### src/design/ldpc_bf_pkg.sv
`default_nettype none

package ldpc_bf_pkg;

  localparam int DEF_BLOCK_BITS  = 128;
  localparam int DEF_CHECK_COUNT = 64;
  localparam int EDGES_PER_BIT   = 3;
  localparam int GROUP_BITS      = 8;
  localparam int CHECK_W         = 6;
  localparam int ROUND_W         = 9;
  localparam int VOTE_W          = 3;
  localparam int EDGE_W          = EDGES_PER_BIT * CHECK_W;
  localparam int IN_DATA_W       = 24;
  localparam int OUT_DATA_W      = 24;
  localparam int CFG_ADDR_W      = 3;
  localparam int CFG_DATA_W      = 32;

  localparam logic [7:0]        MAX_ITER_RESET = 8'd20;
  localparam logic [VOTE_W-1:0] VOTE_MID       = VOTE_W'((EDGES_PER_BIT + 1) / 2);

  // register index, taken from paddr[2]
  localparam logic REG_MAX_ITER = 1'b0;

endpackage

`default_nettype wire

### src/design/ldpc_bit_flip_decoder.sv
`default_nettype none

// Channel  Direction  Handshake                  Payload
// in_      slave      in_tvalid / in_tready      bit, three check indices; tlast = last bit
// out_     master     out_tvalid / out_tready    decoded byte, rounds used; tlast = last group
// cfg_     APB slave  psel/penable/pwrite, pready max_iterations at address 0
//
// Loading keeps in_tready high, taking bits back to back. A final transfer starts
// decoding of n stored bits. Each round moves one edge per cycle through the single
// parity and vote unit, after a read state per bit on the bit and edge stores (one
// read port each). Output gathers each group bit by bit and holds it until taken.
// in_tready is low from the final transfer until the last group has left.
// Reset (rst_n, synchronous) returns to loading with max_iterations 20.

module ldpc_bit_flip_decoder
  import ldpc_bf_pkg::*;
#(
  parameter int BLOCK_BITS  = DEF_BLOCK_BITS,
  parameter int CHECK_COUNT = DEF_CHECK_COUNT
) (
  input  wire                    clk,
  input  wire                    rst_n,
  input  wire                    in_tvalid,
  output logic                   in_tready,
  // [0] received_bit, [6:1] first_check, [12:7] second_check, [18:13] third_check
  input  wire  [IN_DATA_W-1:0]   in_tdata,
  // final_bit
  input  wire                    in_tlast,
  output logic                   out_tvalid,
  input  wire                    out_tready,
  // [7:0] decoded_byte, [16:8] rounds_used
  output logic [OUT_DATA_W-1:0]  out_tdata,
  // last_group
  output logic                   out_tlast,
  input  wire                    cfg_psel,
  input  wire                    cfg_penable,
  input  wire                    cfg_pwrite,
  input  wire  [CFG_ADDR_W-1:0]  cfg_paddr,
  input  wire  [CFG_DATA_W-1:0]  cfg_pwdata,
  output logic [CFG_DATA_W-1:0]  cfg_prdata,
  output logic                   cfg_pready
);

  localparam int AW = $clog2(BLOCK_BITS);
  localparam int NW = $clog2(BLOCK_BITS + 1);
  localparam int CW = $clog2(CHECK_COUNT);

  typedef enum logic [3:0] {
    S_LOAD,
    S_ROUND,
    S_P_RD,
    S_P_EDGE,
    S_CHECK,
    S_F_RD,
    S_F_EDGE,
    S_O_RD,
    S_O_CAP,
    S_O_WAIT
  } state_t;

  state_t                 state_r, state_nxt;
  logic [7:0]             max_iter_r;
  logic [NW-1:0]          fill_r, fill_nxt;
  logic [NW-1:0]          nbits_r, nbits_nxt;
  logic [AW-1:0]          idx_r, idx_nxt;
  logic [1:0]             edge_r, edge_nxt;
  logic [ROUND_W-1:0]     round_r, round_nxt;
  logic [ROUND_W-1:0]     rounds_r, rounds_nxt;
  logic [VOTE_W-1:0]      vote_r, vote_nxt;
  logic [CHECK_COUNT-1:0] par_r, par_nxt;
  logic [7:0]             byte_r, byte_nxt;
  logic                   last_r, last_nxt;
  logic                   out_valid_r, out_valid_nxt;

  logic                   bit_mem [BLOCK_BITS];
  logic [EDGE_W-1:0]      edge_mem [BLOCK_BITS];
  logic                   rd_bit_r;
  logic [EDGE_W-1:0]      rd_edges_r;

  logic                   bit_we, bit_wd, edge_we;
  logic [AW-1:0]          bit_wa;
  logic                   in_xfer, stored, last_bit, chk_valid, par_bit, new_bit;
  logic [NW-1:0]          fill_inc;
  logic [CHECK_W-1:0]     chk;
  logic [VOTE_W-1:0]      vote_sum;
  logic                   cfg_wr;

  assign cfg_pready = 1'b1;
  assign cfg_wr     = cfg_psel && cfg_penable && cfg_pwrite;
  assign cfg_prdata = (cfg_paddr[2] == REG_MAX_ITER) ? {24'd0, max_iter_r} : '0;

  always_ff @(posedge clk) begin
    if (!rst_n) begin
      max_iter_r <= MAX_ITER_RESET;
    end else if (cfg_wr && cfg_paddr[2] == REG_MAX_ITER) begin
      max_iter_r <= cfg_pwdata[7:0];
    end
  end

  assign in_tready  = (state_r == S_LOAD);
  assign in_xfer    = in_tvalid && in_tready;
  assign stored     = (fill_r != NW'(BLOCK_BITS));
  assign fill_inc   = fill_r + NW'(stored);
  assign last_bit   = (NW'(idx_r) + NW'(1)) == nbits_r;

  assign out_tvalid = out_valid_r;
  assign out_tdata  = {7'd0, rounds_r, byte_r};
  assign out_tlast  = last_r;

  always_comb begin
    case (edge_r)
      2'd0:    chk = rd_edges_r[CHECK_W-1:0];
      2'd1:    chk = rd_edges_r[2*CHECK_W-1:CHECK_W];
      2'd2:    chk = rd_edges_r[3*CHECK_W-1:2*CHECK_W];
      default: chk = '0;
    endcase
  end

  assign chk_valid = {1'b0, chk} < (CHECK_W + 1)'(CHECK_COUNT);
  assign par_bit   = par_r[chk[CW-1:0]];
  assign vote_sum  = ((edge_r == 2'd0) ? VOTE_W'(rd_bit_r) : vote_r)
                   + ((chk_valid) ? VOTE_W'(rd_bit_r ^ par_bit) : '0);
  assign new_bit   = (vote_sum > VOTE_MID) ? 1'b1 :
                     (vote_sum < VOTE_MID) ? 1'b0 : rd_bit_r;

  always_comb begin
    state_nxt     = state_r;
    fill_nxt      = fill_r;
    nbits_nxt     = nbits_r;
    idx_nxt       = idx_r;
    edge_nxt      = edge_r;
    round_nxt     = round_r;
    rounds_nxt    = rounds_r;
    vote_nxt      = vote_r;
    par_nxt       = par_r;
    byte_nxt      = byte_r;
    last_nxt      = last_r;
    out_valid_nxt = out_valid_r;
    bit_we        = 1'b0;
    bit_wa        = fill_r[AW-1:0];
    bit_wd        = in_tdata[0];
    edge_we       = 1'b0;

    case (state_r)
      S_LOAD: begin
        if (in_xfer) begin
          bit_we   = stored;
          edge_we  = stored;
          fill_nxt = fill_inc;
          if (in_tlast) begin
            nbits_nxt = fill_inc;
            fill_nxt  = '0;
            idx_nxt   = '0;
            round_nxt = '0;
            state_nxt = S_ROUND;
          end
        end
      end
      S_ROUND: begin
        idx_nxt = '0;
        if (round_r == {1'b0, max_iter_r}) begin
          rounds_nxt = {1'b0, max_iter_r} + ROUND_W'(1);
          state_nxt  = S_O_RD;
        end else begin
          par_nxt   = '0;
          state_nxt = S_P_RD;
        end
      end
      S_P_RD: begin
        edge_nxt  = '0;
        state_nxt = S_P_EDGE;
      end
      S_P_EDGE: begin
        if (chk_valid) begin
          par_nxt[chk[CW-1:0]] = par_bit ^ rd_bit_r;
        end
        edge_nxt = edge_r + 2'd1;
        if (edge_r == 2'd2) begin
          if (last_bit) begin
            state_nxt = S_CHECK;
          end else begin
            idx_nxt   = idx_r + AW'(1);
            state_nxt = S_P_RD;
          end
        end
      end
      S_CHECK: begin
        idx_nxt = '0;
        if (par_r == '0) begin
          rounds_nxt = round_r + ROUND_W'(1);
          state_nxt  = S_O_RD;
        end else begin
          state_nxt = S_F_RD;
        end
      end
      S_F_RD: begin
        edge_nxt  = '0;
        state_nxt = S_F_EDGE;
      end
      S_F_EDGE: begin
        vote_nxt = vote_sum;
        edge_nxt = edge_r + 2'd1;
        if (edge_r == 2'd2) begin
          bit_we = 1'b1;
          bit_wa = idx_r;
          bit_wd = new_bit;
          if (last_bit) begin
            round_nxt = round_r + ROUND_W'(1);
            state_nxt = S_ROUND;
          end else begin
            idx_nxt   = idx_r + AW'(1);
            state_nxt = S_F_RD;
          end
        end
      end
      S_O_RD: begin
        state_nxt = S_O_CAP;
      end
      S_O_CAP: begin
        byte_nxt                 = (idx_r[2:0] == 3'd0) ? 8'd0 : byte_r;
        byte_nxt[idx_r[2:0]]     = rd_bit_r;
        if (idx_r[2:0] == 3'd7 || last_bit) begin
          out_valid_nxt = 1'b1;
          last_nxt      = last_bit;
          state_nxt     = S_O_WAIT;
        end else begin
          idx_nxt   = idx_r + AW'(1);
          state_nxt = S_O_RD;
        end
      end
      S_O_WAIT: begin
        if (out_tready) begin
          out_valid_nxt = 1'b0;
          if (last_r) begin
            state_nxt = S_LOAD;
          end else begin
            idx_nxt   = idx_r + AW'(1);
            state_nxt = S_O_RD;
          end
        end
      end
      default: begin
        state_nxt = S_LOAD;
      end
    endcase
  end

  always_ff @(posedge clk) begin
    if (!rst_n) begin
      state_r     <= S_LOAD;
      fill_r      <= '0;
      round_r     <= '0;
      par_r       <= '0;
      out_valid_r <= 1'b0;
    end else begin
      state_r     <= state_nxt;
      fill_r      <= fill_nxt;
      round_r     <= round_nxt;
      par_r       <= par_nxt;
      out_valid_r <= out_valid_nxt;
    end
    nbits_r  <= nbits_nxt;
    idx_r    <= idx_nxt;
    edge_r   <= edge_nxt;
    rounds_r <= rounds_nxt;
    vote_r   <= vote_nxt;
    byte_r   <= byte_nxt;
    last_r   <= last_nxt;
  end

  always_ff @(posedge clk) begin
    if (bit_we) begin
      bit_mem[bit_wa] <= bit_wd;
    end
    rd_bit_r <= bit_mem[idx_r];
  end

  always_ff @(posedge clk) begin
    if (edge_we) begin
      edge_mem[fill_r[AW-1:0]] <= in_tdata[EDGE_W:1];
    end
    rd_edges_r <= edge_mem[idx_r];
  end

  a_no_overlap: assert property (@(posedge clk) disable iff (!rst_n)
    !(in_tready && out_tvalid))
    else $error("input taken while a group is pending");

  a_fill_bound: assert property (@(posedge clk) disable iff (!rst_n)
    fill_r <= NW'(BLOCK_BITS))
    else $error("fill count past block size");

  a_idx_bound: assert property (@(posedge clk) disable iff (!rst_n)
    (state_r != S_LOAD && state_r != S_ROUND && state_r != S_CHECK) |->
      (NW'(idx_r) < nbits_r))
    else $error("bit index past codeword length");

  a_rounds_bound: assert property (@(posedge clk) disable iff (!rst_n)
    out_tvalid |-> (rounds_r <= {1'b0, max_iter_r} + ROUND_W'(1)) && (rounds_r != '0))
    else $error("round count out of range");

  a_load_after_last: assert property (@(posedge clk) disable iff (!rst_n)
    (out_tvalid && out_tready && out_tlast) |=> in_tready)
    else $error("no return to loading after last group");

endmodule

`default_nettype wire
### config.mk
export PLATFORM = sky130hd
export DESIGN_NAME = ldpc_bit_flip_decoder
export DESIGN_NICKNAME = d
export VERILOG_FILES = /design/src/design/ldpc_bf_pkg.sv /design/src/design/ldpc_bit_flip_decoder.sv
export SDC_FILE = /design/constraint.sdc
export NUM_CORES = 2
export LEC_CHECK = 0
export ABC_AREA = 1
export BUFFER_PORTS_ARGS = -buffer_cell sky130_fd_sc_hd__buf_4
export CELL_PAD_IN_SITES_DETAIL_PLACEMENT = 1
export CELL_PAD_IN_SITES_GLOBAL_PLACEMENT = 2
export CORE_AREA = 2 2 475 477
export DETAILED_ROUTE_END_ITERATION = 8
export DIE_AREA = 0 0 477 479
export PLACE_DENSITY = 0.9
export SYNTH_ARGS = -nofsm -noshare
export SYNTH_HDL_FRONTEND = slang
export SYNTH_SLANG_ARGS = --single-unit
### constraint.sdc
create_clock -name clk -period 9.96 [get_ports clk]
set_input_delay 2.49 -clock clk [delete_from_list [all_inputs] [get_ports clk]]
set_output_delay 2.49 -clock clk [all_outputs]
set_load 0.05 [all_outputs]
==> key figures <==
Outcome
  • Outcome: finished clean

Setup path
  • Crit-path slowest cell: a21oi_4
  • Setup CP Type: register to register
  • Crit. End Element: register
  • Most common cell on crit path: nand2_1
  • Critical path startpoint category: register
  • Worst path cell trace: inv_1, ha_1, nand2_1, nand3_2, nand2_2, nand2_1, o21ai_1, nand2_1, nand2_1, nand2_1, nand2_1, nand2_1, nand2_1, nor2_1, nand2_1, nand2_2, nand2_1, ha_1, ha_1, xnor2_1, nor3_1, a21oi_4, buf_4
  • Critical path fanouts, max: 72
  • Worst path bufs/invs: 2
  • Reg2reg start: edge_r[0]$_SDFFCE_PP0P_
  • Critical path startpoint: edge_r[0]$_SDFFCE_PP0P_
  • Max stage delay on crit path: 1010 ps
  • CP arrival: 6830 ps
  • Top Family by Delay on Critical Path: simple AND/OR/NAND/NOR gates
  • Critical Path RT: 10580 ps

Finish
  • Share of cells above drive strength 1: between 10 and 15%
  • Area grow syn2layout: 12.6%
  • Finished Layout Cells: 10800
  • Fin nets: 7659
  • Post-route cell area: between 100000 and 150000 µm²

STA
  • Max-slew violation count: 0
  • Final Hold Fails: 0
  • Setup_tns: 0 ps
  • Worst rel slew slack: 8.27%
  • Slew @ Worst Pin: 1370 ps
  • RSZ-0062 raised after global routing: no
  • Tmin final: a little over 6000 ps
  • Setup violators final: 0
  • Fin crit share: 62.3%
  • Post-Route Skew: 35.2 ps
  • Fmax: 161 MHz

Worst hold path
  • HP Class: register to register
  • HP Start: state_r[2]$_SDFFE_PN0P_

Logic synthesis
  • Sequential fraction of the synthesis area: between 70% and 80%
  • YS warnings: 0
  • Cell variety after synth: 55
  • Largest area contributor in the netlist: edfxtp_1
  • Post-Synthesis Cell Area: 100000 µm²
  • Post-Syn Instances: about 7500
  • Avg Inst Size Synth: 13.5 µm²
  • Number of flops mapped to enable cells by yosys: approximately 2500
  • Yosys top cell area share: about three quarters
  • Yosys reg bits: between 2000 and 3000
  • Async SR Flop Fraction: 0%
  • Primary FF master, synth: edfxtp_1
  • Synth area leaders: edfxtp_1 74%, nand2_1 6.2%, nand3_1 2.5%, nor2_1 2.4%, dfxtp_1 2.3%

Power and ir drop
  • Total power draw: 0.0262 W
  • Power per cell area: approximately 230 nW/µm²
  • Leak: around 38 nW
  • Max VDD drop: ~230 µV

Die
  • Die W: roughly 480 µm
  • Die area: 228000 µm²
  • Core Box Area: roughly 220000 µm²
  • Die Ht: about 480 µm
  • Site Rows: between 150 and 200
  • IO Pins: approximately 130
  • Initial Util: roughly 45%

Detailed routing
  • Post-DRT Antenna Nets: 0
  • Drt drc: 0
  • Total wire length: between 300000 and 400000 µm
  • Via count: 66800
  • Drt wl/cell: between 30 and 40 µm
  • Pre-antenna DRT Iters: 6
  • Via density: between 6 and 7
  • Initial DRC count: 8844

Placement
  • Detailed placement HPWL: between 150000 and 200000 µm
  • Cell Count Post-Placement: ~10000
  • PortBufs: between 60 and 70
  • Final Wtd Congestion: 0.872
  • Placement-stage cell area: around 100000 µm²

Clocking
  • H-Tree Level Count: 5
  • Clock Pin Slew Worst Setup and Hold Paths: 60 ps
  • Clock tree buffer depth: 4
  • CTS root buf: clkbuf_16
  • Post-CTS setup buffers: 0
  • TritonCTS clock tree: built
  • Total CTS buffers: 281
  • Post-CTS sizing: 0
  • Hold Buf Count CTS: 0
  • Clk sinks: about 2600
  • Clock latency on the worst-skew pair: about 950 ps

Global route
  • Vias in the first global route: 69900
  • Grt total ovfl: 0
  • Antenna violations before repair: 18
  • Gr usage total: between 20% and 30%
  • Global-route wire length before repair: ~480000 µm
  • Largest net degree at the start of global routing: approximately 120

Run
  • MaxCap Viol Count: 0
==> area by class of cell <==
class | count | area [µm²]
fillers | 22000 | 111000
flip-flops and latches | 2583 | 76400
multi-input cells | 4178 | 21100
clock buffers | 350 | 7480
well taps | 2992 | 3740
repair buffers | 243 | 1990
inverters | 291 | 1130
clock inverters | 133 | 947
diodes | 7 | 17.5
==> synthesized netlist by cell type (all sizes together) (2+ instances only) <==
| master | instances |
|---|---|
| o2111ai | 13 |
| nand3b | 3 |
| o21ai | 91 |
| nor3 | 22 |
| edfxtp | 2470 |
| a221oi | 243 |
| a21oi | 307 |
| clkbuf | 184 |
| ha | 14 |
| dfxtp | 113 |
| o21a | 2 |
| nor4 | 25 |
| a22oi | 94 |
| nand2 | 1664 |
| inv | 288 |
| o311ai | 11 |
| nor2 | 645 |
| o2111a | 3 |
| nand4 | 243 |
| a22o | 155 |
| o211a | 4 |
| o211ai | 21 |
| o22ai | 4 |
| buf | 246 |
| xor2 | 20 |
| nand3 | 500 |
| and3 | 13 |
| a32o | 5 |
| clkinv | 3 |
| xnor2 | 5 |
| conb | 2 |
| a211oi | 33 |
==> cell usage in the layout, fill, tap and decap left out, types with 7 or more instances in the layout <==
| cell type | n |
|---|---|
| edfxtp_1 | 2470 |
| nand2_1 | 1655 |
| nor2_1 | 512 |
| nand3_1 | 485 |
| a21oi_1 | 306 |
| clkbuf_16 | 289 |
| inv_1 | 269 |
| a221oi_1 | 243 |
| nand4_1 | 242 |
| buf_4 | 230 |
| a22o_1 | 155 |
| nor2_2 | 128 |
| dfxtp_1 | 113 |
| a22oi_1 | 94 |
| clkinv_1 | 71 |
| o21ai_0 | 63 |
| clkbuf_1 | 59 |
| clkinv_2 | 41 |
| a211oi_1 | 33 |
| conb_1 | 32 |
| nor4_1 | 24 |
| o21ai_1 | 24 |
| o211ai_1 | 21 |
| nor3_1 | 20 |
| xor2_1 | 20 |
| nand3_2 | 15 |
| ha_1 | 14 |
| inv_2 | 13 |
| o2111ai_1 | 13 |
| and3_1 | 13 |
| bufinv_16 | 13 |
| buf_12 | 13 |
| o311ai_0 | 9 |
| nand2_2 | 8 |
| diode_2 | 7 |
==> report_power, final <==
group / leakage, nW / switching [W] / total [W] / internal, W
sequential: 23.1 / 0.0000464 / 0.0120 / 0.0120
combinational: 10.6 / 0.00334 / 0.00433 / 0.000988
clock: 4.13 / 0.00423 / 0.00987 / 0.00564
total: 37.8 / 0.00761 / 0.0262 / 0.0186
==> flip-flops by register name, summed over array words and instances (netlist names) <==
signal and cells:
rounds_r 9, out_tvalid 1, edge_mem 2304, fill_r 8, byte_r 8, par_r 64, bit_mem 128, out_tlast 1
vote_r 3, rd_bit_r 1, state_r 4, nbits_r 8, rd_edges_r 18, edge_r 2, round_r 9, idx_r 7
max_iter_r 8
==> metal layers <==
metal  share of wire, %  track usage [%]
met4                5.1             13.7
met3                 11             5.94
met5              0.042                0
met2                 48             46.7
met1                 36             35.8
==> cell families (layout without fill, tap and decap cells) <==
group / Yosys count / after routing / share of synthesized area [%]
buf+inv: 721 / 1017 / 3.16
flops: 2583 / 2583 / 76.2
compound gates: 990 / 990 / 7.01
xor+xnor: 26 / 26 / 0.241
other cells: 2 / 39 / 0.00749
simple gates: 3116 / 3116 / 13.2
fa+ha+maj: 14 / 14 / 0.175
==> metrics by stage <==
stage	utilization, %	setup slack, ps	hold slack [ps]
6_report	50.5	3750	499
5_1_grt	50.5	3310	550
4_1_cts	50.5	3790	500
3_5_place_dp	46.7	3860	491
3_3_place_gp	46.7	4090	485
2_1_floorplan	-	2910	471
==> path summary, 6_finish.rpt <==
path	endpoint	slack (ps)	cells past startpoint
max	bit_mem[75]$_DFFE_PP_	3750	23
min reg2reg	state_r[2]$_SDFFE_PN0P_	500	2
min	state_r[2]$_SDFFE_PN0P_	500	2
max reg2reg	bit_mem[75]$_DFFE_PP_	3750	23
==> worst reg2reg max path: stages (launching register included) <==
cell	delay (ps)
edfxtp_1	450
inv_1	120
ha_1	440
nand2_1	130
nand3_2	310
nand2_2	660
nand2_1	220
o21ai_1	90
nand2_1	100
nand2_1	60
nand2_1	60
nand2_1	80
nand2_1	70
nand2_1	60
nor2_1	300
nand2_1	130
nand2_2	80
nand2_1	50
ha_1	180
ha_1	210
xnor2_1	210
nor3_1	120
a21oi_4	1010
buf_4	740
Note: power is estimated with default switching activity, not from simulation.
